`src/hdl/ctsl_pkg.sv`:
```
// Shared types, codes and lookup functions for the C-style token lexer.
`timescale 1ns / 1ps
package ctsl_pkg;

  localparam int MAX_TEXT_CHARS = 8;
  localparam int FIFO_DEPTH     = 4;

  localparam logic [2:0] MODE_IDLE  = 3'd0;
  localparam logic [2:0] MODE_OPER  = 3'd1;
  localparam logic [2:0] MODE_NUM   = 3'd2;
  localparam logic [2:0] MODE_IDENT = 3'd3;
  localparam logic [2:0] MODE_LINE  = 3'd4;
  localparam logic [2:0] MODE_BLOCK = 3'd5;
  localparam logic [2:0] MODE_STAR  = 3'd6;

  localparam logic [5:0] KIND_TERM   = 6'd0;
  localparam logic [5:0] KIND_IDENT  = 6'd1;
  localparam logic [5:0] KIND_INT    = 6'd2;
  localparam logic [5:0] KIND_LPAREN = 6'd4;
  localparam logic [5:0] KIND_RPAREN = 6'd5;
  localparam logic [5:0] KIND_SHL    = 6'd11;
  localparam logic [5:0] KIND_SHR    = 6'd12;
  localparam logic [5:0] KIND_SHL_EQ = 6'd30;
  localparam logic [5:0] KIND_SHR_EQ = 6'd31;
  localparam logic [5:0] KIND_COMMA  = 6'd35;
  localparam logic [5:0] KIND_KW0    = 6'd36;
  localparam logic [5:0] KIND_ERROR  = 6'd45;
  localparam logic [5:0] KIND_EOF    = 6'd46;

  typedef struct packed {
    logic [5:0]  kind;
    logic [31:0] value;
    logic [63:0] text;
    logic [7:0]  length;
    logic        last;
  } token_t;

  typedef struct packed {
    logic       ok;
    logic [5:0] kind;
  } kind_t;

  // Kind of a one-character operator; '!' maps to Error.
  function automatic kind_t single_kind(input logic [7:0] c);
    kind_t r;
    r.ok = 1'b1;
    unique case (c)
      8'h3B: r.kind = 6'd0;   8'h28: r.kind = 6'd4;   8'h29: r.kind = 6'd5;
      8'h2A: r.kind = 6'd6;   8'h2F: r.kind = 6'd7;   8'h25: r.kind = 6'd8;
      8'h2B: r.kind = 6'd9;   8'h2D: r.kind = 6'd10;  8'h3C: r.kind = 6'd13;
      8'h3E: r.kind = 6'd15;  8'h26: r.kind = 6'd19;  8'h5E: r.kind = 6'd20;
      8'h7C: r.kind = 6'd21;  8'h3D: r.kind = 6'd24;  8'h2C: r.kind = 6'd35;
      8'h21: r.kind = KIND_ERROR;
      default: begin
        r.ok   = 1'b0;
        r.kind = KIND_ERROR;
      end
    endcase
    return r;
  endfunction

  function automatic kind_t pair_kind(input logic [7:0] a, input logic [7:0] b);
    kind_t r;
    r.ok   = 1'b1;
    r.kind = KIND_ERROR;
    priority if (a == 8'h3C && b == 8'h3C) r.kind = 6'd11;
    else if (a == 8'h3E && b == 8'h3E) r.kind = 6'd12;
    else if (a == 8'h26 && b == 8'h26) r.kind = 6'd22;
    else if (a == 8'h7C && b == 8'h7C) r.kind = 6'd23;
    else if (b != 8'h3D) r.ok = 1'b0;
    else begin
      unique case (a)
        8'h3C: r.kind = 6'd14;  8'h3E: r.kind = 6'd16;  8'h3D: r.kind = 6'd17;
        8'h21: r.kind = 6'd18;  8'h2B: r.kind = 6'd25;  8'h2D: r.kind = 6'd26;
        8'h2A: r.kind = 6'd27;  8'h2F: r.kind = 6'd28;  8'h25: r.kind = 6'd29;
        8'h26: r.kind = 6'd32;  8'h5E: r.kind = 6'd33;  8'h7C: r.kind = 6'd34;
        default: r.ok = 1'b0;
      endcase
    end
    return r;
  endfunction

  // Packed keyword text and length, indexed in token order.
  function automatic logic [63:0] kw_text(input logic [3:0] k);
    logic [63:0] t;
    unique case (k)
      4'd0: t = 64'h6669;                 // if
      4'd1: t = 64'h6573_6C65;            // else
      4'd2: t = 64'h65_6C69_6877;         // while
      4'd3: t = 64'h73_7361_6C63;         // class
      4'd4: t = 64'h74_6E69;              // int
      4'd5: t = 64'h74_616F_6C66;         // float
      4'd6: t = 64'h6469_6F76;            // void
      4'd7: t = 64'h72_6F66;              // for
      4'd8: t = 64'h6E72_7574_6572;       // return
      default: t = 64'h0;
    endcase
    return t;
  endfunction

  function automatic logic [7:0] kw_len(input logic [3:0] k);
    logic [7:0] n;
    unique case (k)
      4'd0: n = 8'd2;  4'd1: n = 8'd4;  4'd2: n = 8'd5;  4'd3: n = 8'd5;
      4'd4: n = 8'd3;  4'd5: n = 8'd5;  4'd6: n = 8'd4;  4'd7: n = 8'd3;
      4'd8: n = 8'd6;
      default: n = 8'd0;
    endcase
    return n;
  endfunction

endpackage

```
`src/hdl/ctsl_scan.sv`:
```
// Next-state and token logic of the lexer for one input byte.
`timescale 1ns / 1ps
module ctsl_scan (
  input  logic [2:0]        mode,
  input  logic [15:0]       pend,
  input  logic [31:0]       acc,
  input  logic [63:0]       buf_text,
  input  logic [7:0]        cnt,
  input  logic [7:0]        c,
  input  logic              eoi,
  output logic [2:0]        mode_nxt,
  output logic [15:0]       pend_nxt,
  output logic [31:0]       acc_nxt,
  output logic [63:0]       buf_nxt,
  output logic [7:0]        cnt_nxt,
  output ctsl_pkg::token_t  tok0,
  output ctsl_pkg::token_t  tok1,
  output logic [1:0]        n_tok
);

  logic [7:0] c1, c2;
  logic is_digit, is_alpha, is_space;
  ctsl_pkg::kind_t sk_c, sk_c1, pk, pk_pend;
  ctsl_pkg::token_t ftok, itok, dtok, eof_tok;
  logic fvalid, ivalid, dvalid, fall;
  logic [5:0] id_kind;
  logic [2:0] imode;
  logic [15:0] ipend;
  logic [31:0] iacc;
  logic [63:0] ibuf, appended;
  logic [7:0] icnt;

  assign c1 = pend[7:0];
  assign c2 = pend[15:8];
  assign is_digit = (c >= 8'h30) && (c <= 8'h39);
  assign is_alpha = ((c >= 8'h61) && (c <= 8'h7A)) || ((c >= 8'h41) && (c <= 8'h5A))
                    || (c == 8'h5F);
  assign is_space = (c == 8'h20) || (c == 8'h09) || (c == 8'h0A) || (c == 8'h0D);
  assign sk_c    = ctsl_pkg::single_kind(c);
  assign sk_c1   = ctsl_pkg::single_kind(c1);
  assign pk      = ctsl_pkg::pair_kind(c1, c);
  assign pk_pend = ctsl_pkg::pair_kind(c1, c2);

  always_comb begin
    id_kind = ctsl_pkg::KIND_IDENT;
    for (int k = 8; k >= 0; k--) begin
      if (cnt == ctsl_pkg::kw_len(4'(k)) && buf_text == ctsl_pkg::kw_text(4'(k)))
        id_kind = ctsl_pkg::KIND_KW0 + 6'(k);
    end
  end

  // Pending token flush.
  always_comb begin
    ftok   = '0;
    fvalid = 1'b1;
    unique case (mode)
      ctsl_pkg::MODE_OPER:  ftok.kind = (c2 != 8'h0) ? pk_pend.kind : sk_c1.kind;
      ctsl_pkg::MODE_NUM: begin
        ftok.kind  = ctsl_pkg::KIND_INT;
        ftok.value = acc;
      end
      ctsl_pkg::MODE_IDENT: begin
        ftok.kind   = id_kind;
        ftok.text   = buf_text;
        ftok.length = cnt;
      end
      default: fvalid = 1'b0;
    endcase
  end

  // Scan of the byte from a cleared state.
  always_comb begin
    itok   = '0;
    ivalid = 1'b0;
    imode  = ctsl_pkg::MODE_IDLE;
    ipend  = '0;
    iacc   = '0;
    ibuf   = '0;
    icnt   = '0;
    priority if (is_space) begin
    end else if (is_digit) begin
      imode = ctsl_pkg::MODE_NUM;
      iacc  = 32'(c - 8'h30);
    end else if (is_alpha) begin
      imode = ctsl_pkg::MODE_IDENT;
      ibuf  = 64'(c);
      icnt  = 8'd1;
    end else if (!sk_c.ok) begin
      ivalid    = 1'b1;
      itok.kind = ctsl_pkg::KIND_ERROR;
    end else if (sk_c.kind == ctsl_pkg::KIND_TERM || sk_c.kind == ctsl_pkg::KIND_LPAREN ||
                 sk_c.kind == ctsl_pkg::KIND_RPAREN || sk_c.kind == ctsl_pkg::KIND_COMMA) begin
      ivalid    = 1'b1;
      itok.kind = sk_c.kind;
    end else begin
      imode = ctsl_pkg::MODE_OPER;
      ipend = {8'h0, c};
    end
  end

  always_comb begin
    appended = buf_text;
    for (int i = 0; i < ctsl_pkg::MAX_TEXT_CHARS; i++) begin
      if (cnt == 8'(i)) appended[8*i +: 8] = c;
    end
  end

  // Main decision: either a direct result, or flush then idle scan.
  always_comb begin
    mode_nxt = mode;
    pend_nxt = pend;
    acc_nxt  = acc;
    buf_nxt  = buf_text;
    cnt_nxt  = cnt;
    dtok     = '0;
    dvalid   = 1'b0;
    fall     = 1'b0;
    eof_tok  = '0;
    eof_tok.kind = ctsl_pkg::KIND_EOF;
    if (!eoi) begin
      unique case (mode)
        ctsl_pkg::MODE_OPER: begin
          if (c2 != 8'h0) begin
            if (c == 8'h3D) begin
              dvalid    = 1'b1;
              dtok.kind = (c1 == 8'h3C) ? ctsl_pkg::KIND_SHL_EQ : ctsl_pkg::KIND_SHR_EQ;
            end else fall = 1'b1;
          end else if (c1 == 8'h2F && c == 8'h2F) begin
            dvalid = 1'b0;
          end else if (c1 == 8'h2F && c == 8'h2A) begin
            dvalid = 1'b0;
          end else if (pk.ok && (pk.kind == ctsl_pkg::KIND_SHL ||
                                 pk.kind == ctsl_pkg::KIND_SHR)) begin
            pend_nxt = {c, c1};
          end else if (pk.ok) begin
            dvalid    = 1'b1;
            dtok.kind = pk.kind;
          end else fall = 1'b1;
          if (!fall && !(pk.ok && c2 == 8'h0 && (pk.kind == ctsl_pkg::KIND_SHL ||
                                                  pk.kind == ctsl_pkg::KIND_SHR))) begin
            pend_nxt = '0;
            mode_nxt = ctsl_pkg::MODE_IDLE;
            if (c2 == 8'h0 && c1 == 8'h2F && c == 8'h2F) mode_nxt = ctsl_pkg::MODE_LINE;
            if (c2 == 8'h0 && c1 == 8'h2F && c == 8'h2A) mode_nxt = ctsl_pkg::MODE_BLOCK;
          end
        end
        ctsl_pkg::MODE_NUM: begin
          if (is_digit) acc_nxt = {acc[28:0], 3'b0} + {acc[30:0], 1'b0} + 32'(c - 8'h30);
          else fall = 1'b1;
        end
        ctsl_pkg::MODE_IDENT: begin
          if (is_digit || is_alpha) begin
            if (cnt < 8'(ctsl_pkg::MAX_TEXT_CHARS)) buf_nxt = appended;
            if (cnt != 8'hFF) cnt_nxt = cnt + 8'd1;
          end else fall = 1'b1;
        end
        ctsl_pkg::MODE_LINE: if (c == 8'h0A) mode_nxt = ctsl_pkg::MODE_IDLE;
        ctsl_pkg::MODE_BLOCK: if (c == 8'h2A) mode_nxt = ctsl_pkg::MODE_STAR;
        ctsl_pkg::MODE_STAR: begin
          if (c == 8'h2F) mode_nxt = ctsl_pkg::MODE_IDLE;
          else if (c != 8'h2A) mode_nxt = ctsl_pkg::MODE_BLOCK;
        end
        default: fall = 1'b1;
      endcase
      if (fall) begin
        mode_nxt = imode;
        pend_nxt = ipend;
        acc_nxt  = iacc;
        buf_nxt  = ibuf;
        cnt_nxt  = icnt;
      end
    end else begin
      mode_nxt = ctsl_pkg::MODE_IDLE;
      pend_nxt = '0;
      acc_nxt  = '0;
      buf_nxt  = '0;
      cnt_nxt  = '0;
    end
  end

  // Pack results in order; mark the final one.
  always_comb begin
    tok0  = '0;
    tok1  = '0;
    n_tok = 2'd0;
    if (eoi) begin
      if (fvalid) begin
        tok0 = ftok;
        tok1 = eof_tok;
        n_tok = 2'd2;
      end else begin
        tok0 = eof_tok;
        n_tok = 2'd1;
      end
    end else if (fall) begin
      if (fvalid && ivalid) begin
        tok0 = ftok;
        tok1 = itok;
        n_tok = 2'd2;
      end else if (fvalid) begin
        tok0 = ftok;
        n_tok = 2'd1;
      end else if (ivalid) begin
        tok0 = itok;
        n_tok = 2'd1;
      end
    end else if (dvalid) begin
      tok0 = dtok;
      n_tok = 2'd1;
    end
    if (n_tok == 2'd2) tok1.last = 1'b1;
    else if (n_tok == 2'd1) tok0.last = 1'b1;
  end

endmodule

```
`src/hdl/ctsl_fifo.sv`:
```
// Result queue: takes up to two tokens a cycle, hands out one.
`timescale 1ns / 1ps
module ctsl_fifo (
  input  logic             clk,
  input  logic             rst_n,
  input  logic [1:0]       push_n,
  input  ctsl_pkg::token_t push0,
  input  ctsl_pkg::token_t push1,
  input  logic             pop,
  output ctsl_pkg::token_t head,
  output logic             not_empty,
  output logic             room2,
  output logic [2:0]       level
);

  ctsl_pkg::token_t mem [ctsl_pkg::FIFO_DEPTH];
  logic [1:0] wr_r, rd_r, wr_nxt, rd_nxt;
  logic [2:0] cnt_r, cnt_nxt;

  assign head      = mem[rd_r];
  assign not_empty = cnt_r != 3'd0;
  assign room2     = cnt_r <= 3'd2;
  assign level     = cnt_r;

  always_comb begin
    wr_nxt  = wr_r + push_n;
    rd_nxt  = rd_r + 2'(pop);
    cnt_nxt = cnt_r + 3'(push_n) - 3'(pop);
  end

  always_ff @(posedge clk) begin
    if (push_n != 2'd0) mem[wr_r] <= push0;
    if (push_n == 2'd2) mem[wr_r + 2'd1] <= push1;
  end

  always_ff @(posedge clk) begin
    if (!rst_n) begin
      wr_r  <= '0;
      rd_r  <= '0;
      cnt_r <= '0;
    end else begin
      wr_r  <= wr_nxt;
      rd_r  <= rd_nxt;
      cnt_r <= cnt_nxt;
    end
  end

endmodule

```
`src/hdl/c_style_token_lexer.sv`:
```
// Top level of the streaming C-style token lexer.
`timescale 1ns / 1ps
// Streaming lexer: one source byte (or an end-of-input mark) per transfer on
// the in_ channel, tokens out on the out_ channel. A byte is taken every
// cycle while the four-entry result queue has room for two tokens; each byte
// yields zero, one or two tokens, the last one flagged by out_last_of_run.
// The scan state and the token decision are settled in the cycle of the
// transfer, and the tokens are registered into the result queue; the
// sustained rate is one byte per cycle, bounded only by the one-token-a-cycle
// drain of the result queue. Identifier text holds the first eight bytes,
// length saturates at 255. After end of input the lexer starts afresh.
module c_style_token_lexer (
  input  logic        clk,
  input  logic        rst_n,
  input  logic        in_valid,
  output logic        in_ready,
  input  logic [7:0]  in_char_code,
  input  logic        in_end_of_input,
  output logic        out_valid,
  input  logic        out_ready,
  output logic [5:0]  out_token_kind,
  output logic [31:0] out_int_value,
  output logic [63:0] out_text_chars,
  output logic [7:0]  out_text_length,
  output logic        out_last_of_run
);

  logic [2:0]  mode_r, mode_nxt;
  logic [15:0] pend_r, pend_nxt;
  logic [31:0] acc_r, acc_nxt;
  logic [63:0] buf_r, buf_nxt;
  logic [7:0]  cnt_r, cnt_nxt;
  ctsl_pkg::token_t tok0, tok1, head;
  logic [1:0] n_tok;
  logic in_xfer, room2, not_empty;
  logic [2:0] level;

  assign in_xfer  = in_valid && in_ready;
  assign in_ready = room2;

  ctsl_scan u_scan (
    .mode(mode_r), .pend(pend_r), .acc(acc_r), .buf_text(buf_r), .cnt(cnt_r),
    .c(in_char_code), .eoi(in_end_of_input),
    .mode_nxt(mode_nxt), .pend_nxt(pend_nxt), .acc_nxt(acc_nxt),
    .buf_nxt(buf_nxt), .cnt_nxt(cnt_nxt),
    .tok0(tok0), .tok1(tok1), .n_tok(n_tok)
  );

  // Push only on an input transfer; pop on an output transfer.
  ctsl_fifo u_fifo (
    .clk(clk), .rst_n(rst_n),
    .push_n(in_xfer ? n_tok : 2'd0), .push0(tok0), .push1(tok1),
    .pop(out_valid && out_ready),
    .head(head), .not_empty(not_empty), .room2(room2), .level(level)
  );

  assign out_valid       = not_empty;
  assign out_token_kind  = head.kind;
  assign out_int_value   = head.value;
  assign out_text_chars  = head.text;
  assign out_text_length = head.length;
  assign out_last_of_run = head.last;

  // Advance scan state on each input transfer.
  always_ff @(posedge clk) begin
    if (!rst_n) begin
      mode_r <= ctsl_pkg::MODE_IDLE;
      pend_r <= '0;
      acc_r  <= '0;
      buf_r  <= '0;
      cnt_r  <= '0;
    end else if (in_xfer) begin
      mode_r <= mode_nxt;
      pend_r <= pend_nxt;
      acc_r  <= acc_nxt;
      buf_r  <= buf_nxt;
      cnt_r  <= cnt_nxt;
    end
  end

  // Queue never overfills.
  a_level: assert property (@(posedge clk) disable iff (!rst_n)
    level <= 3'(ctsl_pkg::FIFO_DEPTH))
    else $error("result queue overflow");

  // End of input returns the scanner to idle.
  a_eof_idle: assert property (@(posedge clk) disable iff (!rst_n)
    (in_xfer && in_end_of_input) |=> (mode_r == ctsl_pkg::MODE_IDLE && cnt_r == 8'd0))
    else $error("scanner not idle after end of input");

  // Identifier count is zero outside identifier mode.
  a_cnt: assert property (@(posedge clk) disable iff (!rst_n)
    (mode_r != ctsl_pkg::MODE_IDENT) |-> (cnt_r == 8'd0))
    else $error("stale identifier count");

endmodule
```
`config.mk`:
```
export PLATFORM = sky130hd
export DESIGN_NAME = c_style_token_lexer
export DESIGN_NICKNAME = d
export VERILOG_FILES = /design/src/hdl/ctsl_pkg.sv /design/src/hdl/ctsl_scan.sv /design/src/hdl/ctsl_fifo.sv /design/src/hdl/c_style_token_lexer.sv
export SDC_FILE = /design/constraint.sdc
export NUM_CORES = 1
export LEC_CHECK = 0
export ABC_AREA = 1
export BUFFER_PORTS_ARGS = -buffer_cell sky130_fd_sc_hd__buf_2
export CORE_ASPECT_RATIO = 0.9
export CORE_MARGIN = 1.5
export CORE_UTILIZATION = 42
export DETAILED_ROUTE_END_ITERATION = 12
export PLACE_DENSITY_LB_ADDON = 0.12
export SLEW_MARGIN = 15
export SYNTH_ARGS = -nofsm -noshare
export SYNTH_HDL_FRONTEND = slang
export SYNTH_SLANG_ARGS = --single-unit
```
`constraint.sdc`:
```
create_clock -name clk -period 6.7 [get_ports clk]
set_input_delay 0.67 -clock clk [delete_from_list [all_inputs] [get_ports clk]]
set_output_delay 0.67 -clock clk [all_outputs]
set_load 0.1 [all_outputs]
```
# Yosys cells after proc, flatten, opt, wreduce, memory -nomap -nowiden
# Memories as Yosys holds them, arrays and structs flattened. A register that Yosys moved wholly into a read port is not among the register bits.
# Index checks and enable logic that the tools add are counted.
dict set report word_totals {
  register_bits 130
  mem_count 1
  mem_bits_rw 444
  inputBits 13
}
dict set report classes {
  addsub 9
  reduce_logical 85
  muxes 158
  n_lt_le_gt_ge 8
  eq_ne 82
}
# memory words word_bits read_ports rd_ports_with_merged_regs write_ports line_no
set mem_list {}
lappend mem_list {u_fifo.mem 4 111 1 1 2 ctsl_fifo.sv:16} ;# ctsl_pkg::token_t mem [ctsl_pkg::FIFO_DEPTH];
# cell count
set ops {}
lappend ops {{111-bit 2-to-1 mux} 11}
lappend ops {{64-bit 2-to-1 mux} 7}
lappend ops {{8-bit by 6-bit == test with 1-bit output, second input constant} 32}
lappend ops {{32-bit 2-to-1 mux} 7}
lappend ops {{64-bit by 39-bit == test with 1-bit output, second input constant} 3}
lappend ops {{16-bit 2-to-1 mux} 12}
lappend ops {{6-bit 2-to-1 mux} 32}
lappend ops {{6-bit case mux with 15 select lines} 2}
lappend ops {{8-bit 2-to-1 mux} 17}
lappend ops {{64-bit by 23-bit == test with 1-bit output, second input constant} 2}
lappend ops {{64-bit by 31-bit == test with 1-bit output, second input constant} 2}
lappend ops {{72-bit 2-to-1 mux} 1}
lappend ops {{6-bit case mux with 12 select lines} 1}
lappend ops {{32-bit adder} 2}
lappend ops {{64-bit by 15-bit == test with 1-bit output, second input constant} 1}
lappend ops {{64-bit by 47-bit == test with 1-bit output, second input constant} 1}
lappend ops {{3-bit nonzero test} 17}
lappend ops {{8-bit by 7-bit == test with 1-bit output, second input constant} 6}
lappend ops {{1-bit 2-to-1 mux} 45}
lappend ops {{5-bit AND reduction} 8}
lappend ops {{3-bit 2-to-1 mux} 13}
lappend ops {{8-bit by 3-bit == test with 1-bit output, second input constant} 4}
lappend ops {{1-bit logical AND} 32}
lappend ops {{8-bit by 4-bit == test with 1-bit output, second input constant} 3}
lappend ops {{other kinds (46)} 81}

# Logic depth before layout (Yosys ltp)
# Gate-level depths: netlist (run 1).
dict set report depth {
  word_depth 25
  ltp_mapped 28
  ltp_nobuf 27
}

# By module
# From an unflattened synthesis (run 1), not the netlist that was laid out.
dict set report hier_totals {
  cells_unflattened 5034
  area_unflattened_um2 37218.2
}
# mod cells_per_inst seq_area_each_um2 area_each_um2 instances
set modules_own_cells {}
lappend modules_own_cells {ctsl_fifo 2458 13472.9 22616.7 1}
lappend modules_own_cells {ctsl_scan 1790 0.0 9555.4 1}
lappend modules_own_cells {c_style_token_lexer 786 2462.4 5046.1 1}

# Worst setup path after synthesis (run 1)
# No wires, ideal clock.
dict set report synth_timing {
  path_kind {input to register}
  startpoint {in in_char_code[4]}
  endpoint {reg acc_r[25]}
  required_time_ns 6.568
  path_buffers 1
  setup_slack_ns 1.917
  arrival_ns 4.650
  path_stages 17
  path_cell_list {ha_1 > buf_2 > nor2_1 > fa_1 > ha_1 > nand2_1 > nor2_1 > nand2_1 > o21ai_0 > a21boi_0 > nor2_1 > nand2_1 > nand2_1 > xnor2_1 > nand2_1 > nand4_1 > a21oi_1}
}
dict set report synth_between {
  elab_chain_cells 19
}
# item line_no
set synth_rtl {}
lappend synth_rtl {{start, declared} c_style_token_lexer.sv:17} ;# input logic [7:0] in_char_code,
lappend synth_rtl {{8-bit by 6-bit != test with 1-bit output / 8-bit by 7-bit == test with 1-bit output (equally long branches)} {ctsl_pkg.sv:70, ctsl_pkg.sv:69}}
lappend synth_rtl {{6-bit 2-to-1 mux / 1-bit logical AND (equally long branches)} {ctsl_pkg.sv:70, ctsl_pkg.sv:69}}
lappend synth_rtl {{6-bit 2-to-1 mux} ctsl_pkg.sv:69} ;# else if (a == 8'h7C && b == 8'h7C) r.kind = 6'd23;
lappend synth_rtl {{6-bit 2-to-1 mux} ctsl_pkg.sv:68} ;# else if (a == 8'h26 && b == 8'h26) r.kind = 6'd22;
lappend synth_rtl {{6-bit 2-to-1 mux} ctsl_pkg.sv:67} ;# else if (a == 8'h3E && b == 8'h3E) r.kind = 6'd12;
lappend synth_rtl {{6-bit 2-to-1 mux} ctsl_pkg.sv:66} ;# priority if (a == 8'h3C && b == 8'h3C) r.kind = 6'd11;
lappend synth_rtl {{6-bit by 4-bit == test with 1-bit output, on equally long branches} {ctsl_scan.sv:132, ctsl_scan.sv:133}}
lappend synth_rtl {{1-bit logical OR} ctsl_scan.sv:132} ;# end else if (pk.ok && (pk.kind == ctsl_pkg::KIND_SHL ||
lappend synth_rtl {{(+3 left out)} n/a}
lappend synth_rtl {{1-bit 2-to-1 mux} ctsl_scan.sv:128} ;# end else if (c1 == 8'h2F && c == 8'h2F) begin
lappend synth_rtl {{1-bit 2-to-1 mux} ctsl_scan.sv:123} ;# if (c2 != 8'h0) begin
lappend synth_rtl {{1-bit 2-to-1 mux} ctsl_scan.sv:121} ;# unique case (mode)
lappend synth_rtl {{1-bit 2-to-1 mux} ctsl_scan.sv:120} ;# if (!eoi) begin
lappend synth_rtl {{1-bit case mux with 4 select lines} ctsl_scan.sv:121}
lappend synth_rtl {{1-bit 2-to-1 mux} ctsl_scan.sv:120}
lappend synth_rtl {{3-bit nonzero test (no source line) / 32-bit 2-to-1 mux (equally long branches)} n/a}
lappend synth_rtl {{3-bit AND reduction (no source line) / 32-bit 2-to-1 mux (equally long branches)} n/a}
lappend synth_rtl {{end signal, assigned} c_style_token_lexer.sv:75} ;# acc_r <= acc_nxt;
lappend synth_rtl {{end, declared} c_style_token_lexer.sv:30} ;# logic [31:0] acc_r, acc_nxt;
# Parallel ways exist; a longest one is shown, timed or not. The select of a mux whose other input is x is not followed.
# A chain may end at the register's enable or synchronous reset.

==> results of run 1 <==
## flip-flops by register name, indices dropped and copies added, names as in the netlist
name          flops
acc_r            32
buf_r            64
cnt_r             8
mode_r            3
pend_r           16
u_fifo.level      3
u_fifo.mem      444
u_fifo.rd_r       2
u_fifo.wr_r       2
## tightest hold or removal path, cell delays in order (launching register included)
cell and delay [ps]:
dfxtp_1 300, nand3_1 70, nand2_1 40
## metrics by stage
step	power [mW]	hold WS (ps)	cells
floorplan	9.26	433	4437
finish	14.2	461	5345
global placement	10.8	447	5233
detailed placement	10.7	454	5234
CTS	14.2	436	5345
global route	14.8	469	5345
## area by class of cell
type / count / area, µm² / share of cell area [%]
multi-input combinational: 3199 / 16600 / 48.9
sequential: 574 / 11800 / 34.8
clock buffer: 99 / 1870 / 5.53
inverter: 334 / 1270 / 3.74
tap: 960 / 1200 / 3.55
timing repair buffer: 167 / 1020 / 3.02
clock inverter: 12 / 164 / 0.484
## cells by family (layout without fill, tap and decap cells)
group | Yosys count | count (layout) | synth area share [%]
simple gates | 2428 | 2428 | 36.7
buf+inv | 664 | 612 | 9.39
flops | 574 | 574 | 37.8
fa+ha+maj | 75 | 75 | 3.74
compound gates | 663 | 663 | 11.5
xor+xnor | 33 | 33 | 0.928
## Yosys cell counts, drive strengths merged (6+ instances only)
cell type,n,area (µm²)
xor2,20,175
nand4,71,472
nor3,72,365
xnor2,13,114
a31oi,9,56.3
nand3,1060,5810
buf,163,1040
ha,45,563
a21oi,154,774
nor4,11,68.8
o22ai,112,701
edfxtp,28,841
nand2,760,2930
fa,30,601
nor2,439,1670
dfxtp,546,10900
inv,328,1230
o21ai,352,1760
clkinv,6,22.5
clkbuf,167,627
o2111ai,12,105
## final timing paths
| path | start | end | slack, ps | cells after the start |
|---|---|---|---|---|
| max | in_char_code[4] | u_fifo.mem[0][6] | 1950 | 22 |
| min | u_fifo.mem[2][97] | u_fifo.mem[2][97] | 460 | 2 |
| max reg2reg | pend_r[4] | buf_r[60] | 2280 | 15 |
| min reg2reg | u_fifo.mem[2][97] | u_fifo.mem[2][97] | 460 | 2 |
## per-layer routing
metal / GRT usage (%) / wire length, µm / vias to the layer above
li1: - / - / 14800
met1: 38.0 / 48800 / 14400
met2: 46.0 / 49300 / 905
met3: 3.45 / 6260 / 181
met4: 9.58 / 3500 / 2
met5: 0 / 12 / -
## where the power goes
group,leakage [nW],total (mW),internal (mW),switching (mW)
Sequential,4.67,3.95,3.68,0.270
Combinational,10.1,6.77,1.14,5.63
Clock,1.00,3.48,2.01,1.46
Total,15.7,14.2,6.84,7.36
==> impl_metrics.env, run 1 <==
export IMPL_hold_path_class="reg2reg"
export IMPL_p_leak_nw=15.7
export IMPL_ctsResizeCount=0
export IMPL_grt_pass1_wl_um=170000
export IMPL_io_pins=126
export IMPL_ctsLongestPathBuffers=3
export IMPL_cp_max_fo=101
export IMPL_post_dp_hpwl_um=65600
export IMPL_grt_overflow=0
export IMPL_area_delta_synth_final_pct=8.74
export IMPL_worst_pin_slew_ps=1220
export IMPL_endpoint_kind="flip-flop"
export IMPL_fin_worst_skew_ps=14.2
export IMPL_syn_num_nets=4525
export IMPL_clk_latency_ps=640
export IMPL_cp_top_family="simple AND/OR/NAND/NOR gates"
export IMPL_die_width_um=290
export IMPL_synth_edf_count=28
export IMPL_gp_congestion=0.947
export IMPL_first_global_vias=28900
export IMPL_num_vias=30300
export IMPL_hold_buffers=0
export IMPL_ys_warn_count=0
export IMPL_place_port_buffers=125
export IMPL_crit_buf_inv=5
export IMPL_antenna_found_initial=1
export IMPL_die_area_um2=75800
export IMPL_async_flop_share_pct=0
export IMPL_wirelength_um=108000
export IMPL_initialDrtViolationCount=2707
export IMPL_die_h_um=261
export IMPL_crit_top_cell="nand2_1"
export IMPL_peakVddDrop_uv=321
export IMPL_postPlaceCellArea_um2=31800
export IMPL_period_needed_ps=4750
export IMPL_utilization_pct=46.2
export IMPL_drc_errors=0
export IMPL_place_ws_ps=1450
export IMPL_clock_sinks=574
export IMPL_path_class="in2reg"
export IMPL_synth_area_per_cell_um2=7.02
export IMPL_final_nets=4425
export IMPL_grt_usage_pct=27.9
export IMPL_cp_data_required_time_ps=7280
export IMPL_final_common_cell="nand3_1"
export IMPL_routedWlPerCell_um=20.2
export IMPL_cts_tree="yes"
export IMPL_drive_gt1_share_pct=9.76
export IMPL_clkTransAtPathRegs_ps=60
export IMPL_synthFlopType="dfxtp_1"
export IMPL_fmax_ghz=0.211
export IMPL_rsz0062_at_grt="no"
export IMPL_ys_ff_latch=574
export IMPL_slew_limit_headroom_pct=18.6
export IMPL_final_area_um2=33900
export IMPL_worst_ep_arrival_time_ps=5330
export IMPL_ant_nets=0
export IMPL_layout_common_cells="nand3_1, nand2_1, dfxtp_1"
export IMPL_seq_area_frac_synth_pct=37.8
export IMPL_powerDensity_nw_per_um2=419
export IMPL_slew_viol_final=0
export IMPL_grt_max_degree=156
export IMPL_rows=94
export IMPL_fin_tns_setup_ps=0
export IMPL_slowest_stage="buf_4"
export IMPL_htree_num_levels=2
export IMPL_viasPerCell=5.67
export IMPL_cts_buffers=61
export IMPL_drt_pre_antenna_iters=8
export IMPL_hold_viol_final=0
export IMPL_synth_cells=4437
export IMPL_n_fill_cell=7706
export IMPL_post_cts_setup_buffers=0
export IMPL_coreArea_um2=73300
export IMPL_worst_path_largest_cell_delay_ps=990
export IMPL_fin_ws_ps=1950
export IMPL_finalCritPeriodShare_pct=70.9
export IMPL_status="complete, no violations"
export IMPL_synth_cell_type_count=56
export IMPL_crit_chain="buf_2 > inv_1 > ha_1 > nand2_2 > inv_2 > nand2_1 > nand2_1 > nor4_1 > nand2_1 > nand2_1 > nand2_1 > nand2_1 > nand2_1 > inv_1 > ha_1 > nand3_2 > nand2_1 > nand2_2 > nand2_8 > buf_4 > nand3_1 > nand2_1"
export IMPL_ctsRootBufferMaster="clkbuf_16"
export IMPL_maxCapViolCount=0
export IMPL_antenna_cells=0
export IMPL_start_util_pct=42.5
export IMPL_netlist_area_um2=31200
export IMPL_critPathLaunchType="input port"
export IMPL_finalSetupViolCount=0
(Power assumes the default switching activity.)
==> inputs of run 2 (changes only) <==
==> constraint.sdc (replaced) <==
create_clock -name clk -period 4.4 [get_ports clk]
set_input_delay 0.44 -clock clk [delete_from_list [all_inputs] [get_ports clk]]
set_output_delay 0.44 -clock clk [all_outputs]
set_load 0.1 [all_outputs]
==> run 2 against run 1 <==
Against the previous run: power rose by 54%; critical path depth down 18; non-clock buffer count rose by 33; register-to-register slack worse by 1600 ps; sequential power is 50% higher.
==> impl_metrics.env, run 2 (synthesis gave the netlist of run 1 again) <==
export IMPL_post_dp_hpwl_um=66900
export IMPL_p_total_mw=21.8
export IMPL_r2r_end="pend_r[6]"
export IMPL_endpoint_kind="primary output"
export IMPL_place_port_buffers=125
export IMPL_grt_usage_pct=28.2
export IMPL_reg_top3="u_fifo.mem x444, buf_r x64, acc_r x32"
export IMPL_first_global_vias=28900
export IMPL_top_register="u_fifo.mem"
export IMPL_final_common_cell="nand3_1"
export IMPL_die_h_um=261
export IMPL_fin_ws_ps=502
export IMPL_slew_limit_headroom_pct=22.8
export IMPL_path_class="reg2out"
export IMPL_timing_rr_start="pend_r[0]"
export IMPL_peakVddDrop_uv=763
export IMPL_post_cts_setup_buffers=0
export IMPL_coreArea_um2=73300
export IMPL_grt_overflow=0
export IMPL_hold_path_class="in2reg"
export IMPL_slowest_stage="buf_4"
export IMPL_viasPerCell=5.68
export IMPL_drive_gt1_share_pct=10.4
export IMPL_drt_pre_antenna_iters=6
export IMPL_start_util_pct=42.5
export IMPL_slew_viol_final=0
export IMPL_htree_num_levels=2
export IMPL_final_nets=4458
export IMPL_status="complete, no violations"
export IMPL_grt_max_degree=224
export IMPL_cts_buffers=61
export IMPL_hold_viol_final=0
export IMPL_min_delay_path_depth=3
export IMPL_period_needed_ps=3900
export IMPL_largest_reg_flops=444
export IMPL_routedWlPerCell_um=20.4
export IMPL_place_ws_ps=41.1
export IMPL_worst_path_largest_cell_delay_ps=960
export IMPL_antenna_found_initial=1
export IMPL_num_vias=30500
export IMPL_reg2reg_slack_ps=690
export IMPL_crit_chain="buf_4 > o21ai_0 > o22ai_1 > buf_2"
export IMPL_drc_errors=0
export IMPL_cp_data_required_time_ps=3960
export IMPL_cts_tree="yes"
export IMPL_whs_ps=265
export IMPL_critPathLaunchType="flip-flop"
export IMPL_area_delta_synth_final_pct=9.92
export IMPL_r2r_cells=19
export IMPL_rows=94
export IMPL_clkTransAtPathRegs_ps=60
export IMPL_powerDensity_nw_per_um2=636
export IMPL_hold_buffers=0
export IMPL_ctsLongestPathBuffers=3
export IMPL_ctsRootBufferMaster="clkbuf_16"
export IMPL_wirelength_um=110000
export IMPL_finalSetupViolCount=0
export IMPL_finalCritPeriodShare_pct=88.6
export IMPL_cp_max_fo=85
export IMPL_p_leak_nw=16.0
export IMPL_fin_worst_skew_ps=21.0
export IMPL_worst_pin_slew_ps=1160
export IMPL_grt_pass1_wl_um=171000
export IMPL_clock_sinks=574
export IMPL_fmax_ghz=0.257
export IMPL_rsz0062_at_grt="no"
export IMPL_gp_congestion=0.954
export IMPL_holdPathEnd="buf_r[2]"
export IMPL_hp_start="in_char_code[2]"
export IMPL_initialDrtViolationCount=2686
export IMPL_ant_nets=0
export IMPL_worst_ep_arrival_time_ps=3460
export IMPL_ctsResizeCount=0
export IMPL_io_pins=126
export IMPL_die_width_um=290
export IMPL_maxCapViolCount=0
export IMPL_clk_latency_ps=650
export IMPL_fin_tns_setup_ps=0
export IMPL_die_area_um2=75800
export IMPL_layout_common_cells="nand3_1, nand2_1, dfxtp_1"
[run 2: worst max path at each step]
| stage | from | to | slack (ps) | depth (start not counted) |
|---|---|---|---|---|
| 2_1_floorplan | in_char_code[4] | acc_r[25] | 410 | 17 |
| 6_report | u_fifo.rd_r[1] | out_int_value[29] | 500 | 4 |
| 4_1_cts | u_fifo.rd_r[1] | out_int_value[29] | 540 | 4 |
| 5_1_grt | pend_r[0] | pend_r[0] | 270 | 19 |
| 3_5_place_dp | in_char_code[4] | acc_r[24] | 40 | 16 |
| 3_3_place_gp | in_char_code[4] | acc_r[24] | 60 | 16 |
[run 2: final cells by class]
cell class / instances / area [µm²]
Clock inverter: 22 / 229
Sequential cell: 574 / 11800
Inverter: 334 / 1270
Tap cell: 960 / 1200
Timing Repair Buffer: 200 / 1440
Fill cell: 7663 / 39000
Multi-Input combinational cell: 3199 / 16500
Clock buffer: 87 / 1780
Antenna cell: 1 / 2.50
[run 2: stage by stage]
stage / cells / cell area [µm²] / utilization, %
after floorplan: 4437 / 31200 / -
after global placement: 5267 / 32200 / 44.0
after detailed placement: 5267 / 32200 / 44.0
after CTS: 5376 / 34200 / 46.7
after global routing: 5376 / 34200 / 46.7
final: 5377 / 34200 / 46.7
[run 2: power by group]
group | switching (mW) | internal (mW) | total (mW) | leakage (nW)
logic | 8.73 | 1.88 | 10.6 | 10.3
clock network | 2.27 | 2.98 | 5.24 | 0.977
registers | 0.330 | 5.61 | 5.94 | 4.67
total | 11.3 | 10.5 | 21.8 | 16.0
[run 2: worst max-delay path, delay by kind of cell (launching register included)]
family                 cells  cell delay, ps
AOI/OAI and AO/OA          2             680
DFF                        1             610
buffers and inverters      2            1480
[run 2: metal layers]
layer | vias to the layer above | GRT usage [%] | part of all wire, %
li1 | 14900 | - | -
met1 | 14400 | 38.7 | 45
met2 | 1038 | 46.2 | 45
met3 | 179 | 3.00 | 5.9
met4 | 0 | 10.1 | 3.3
met5 | - | 0 | 0
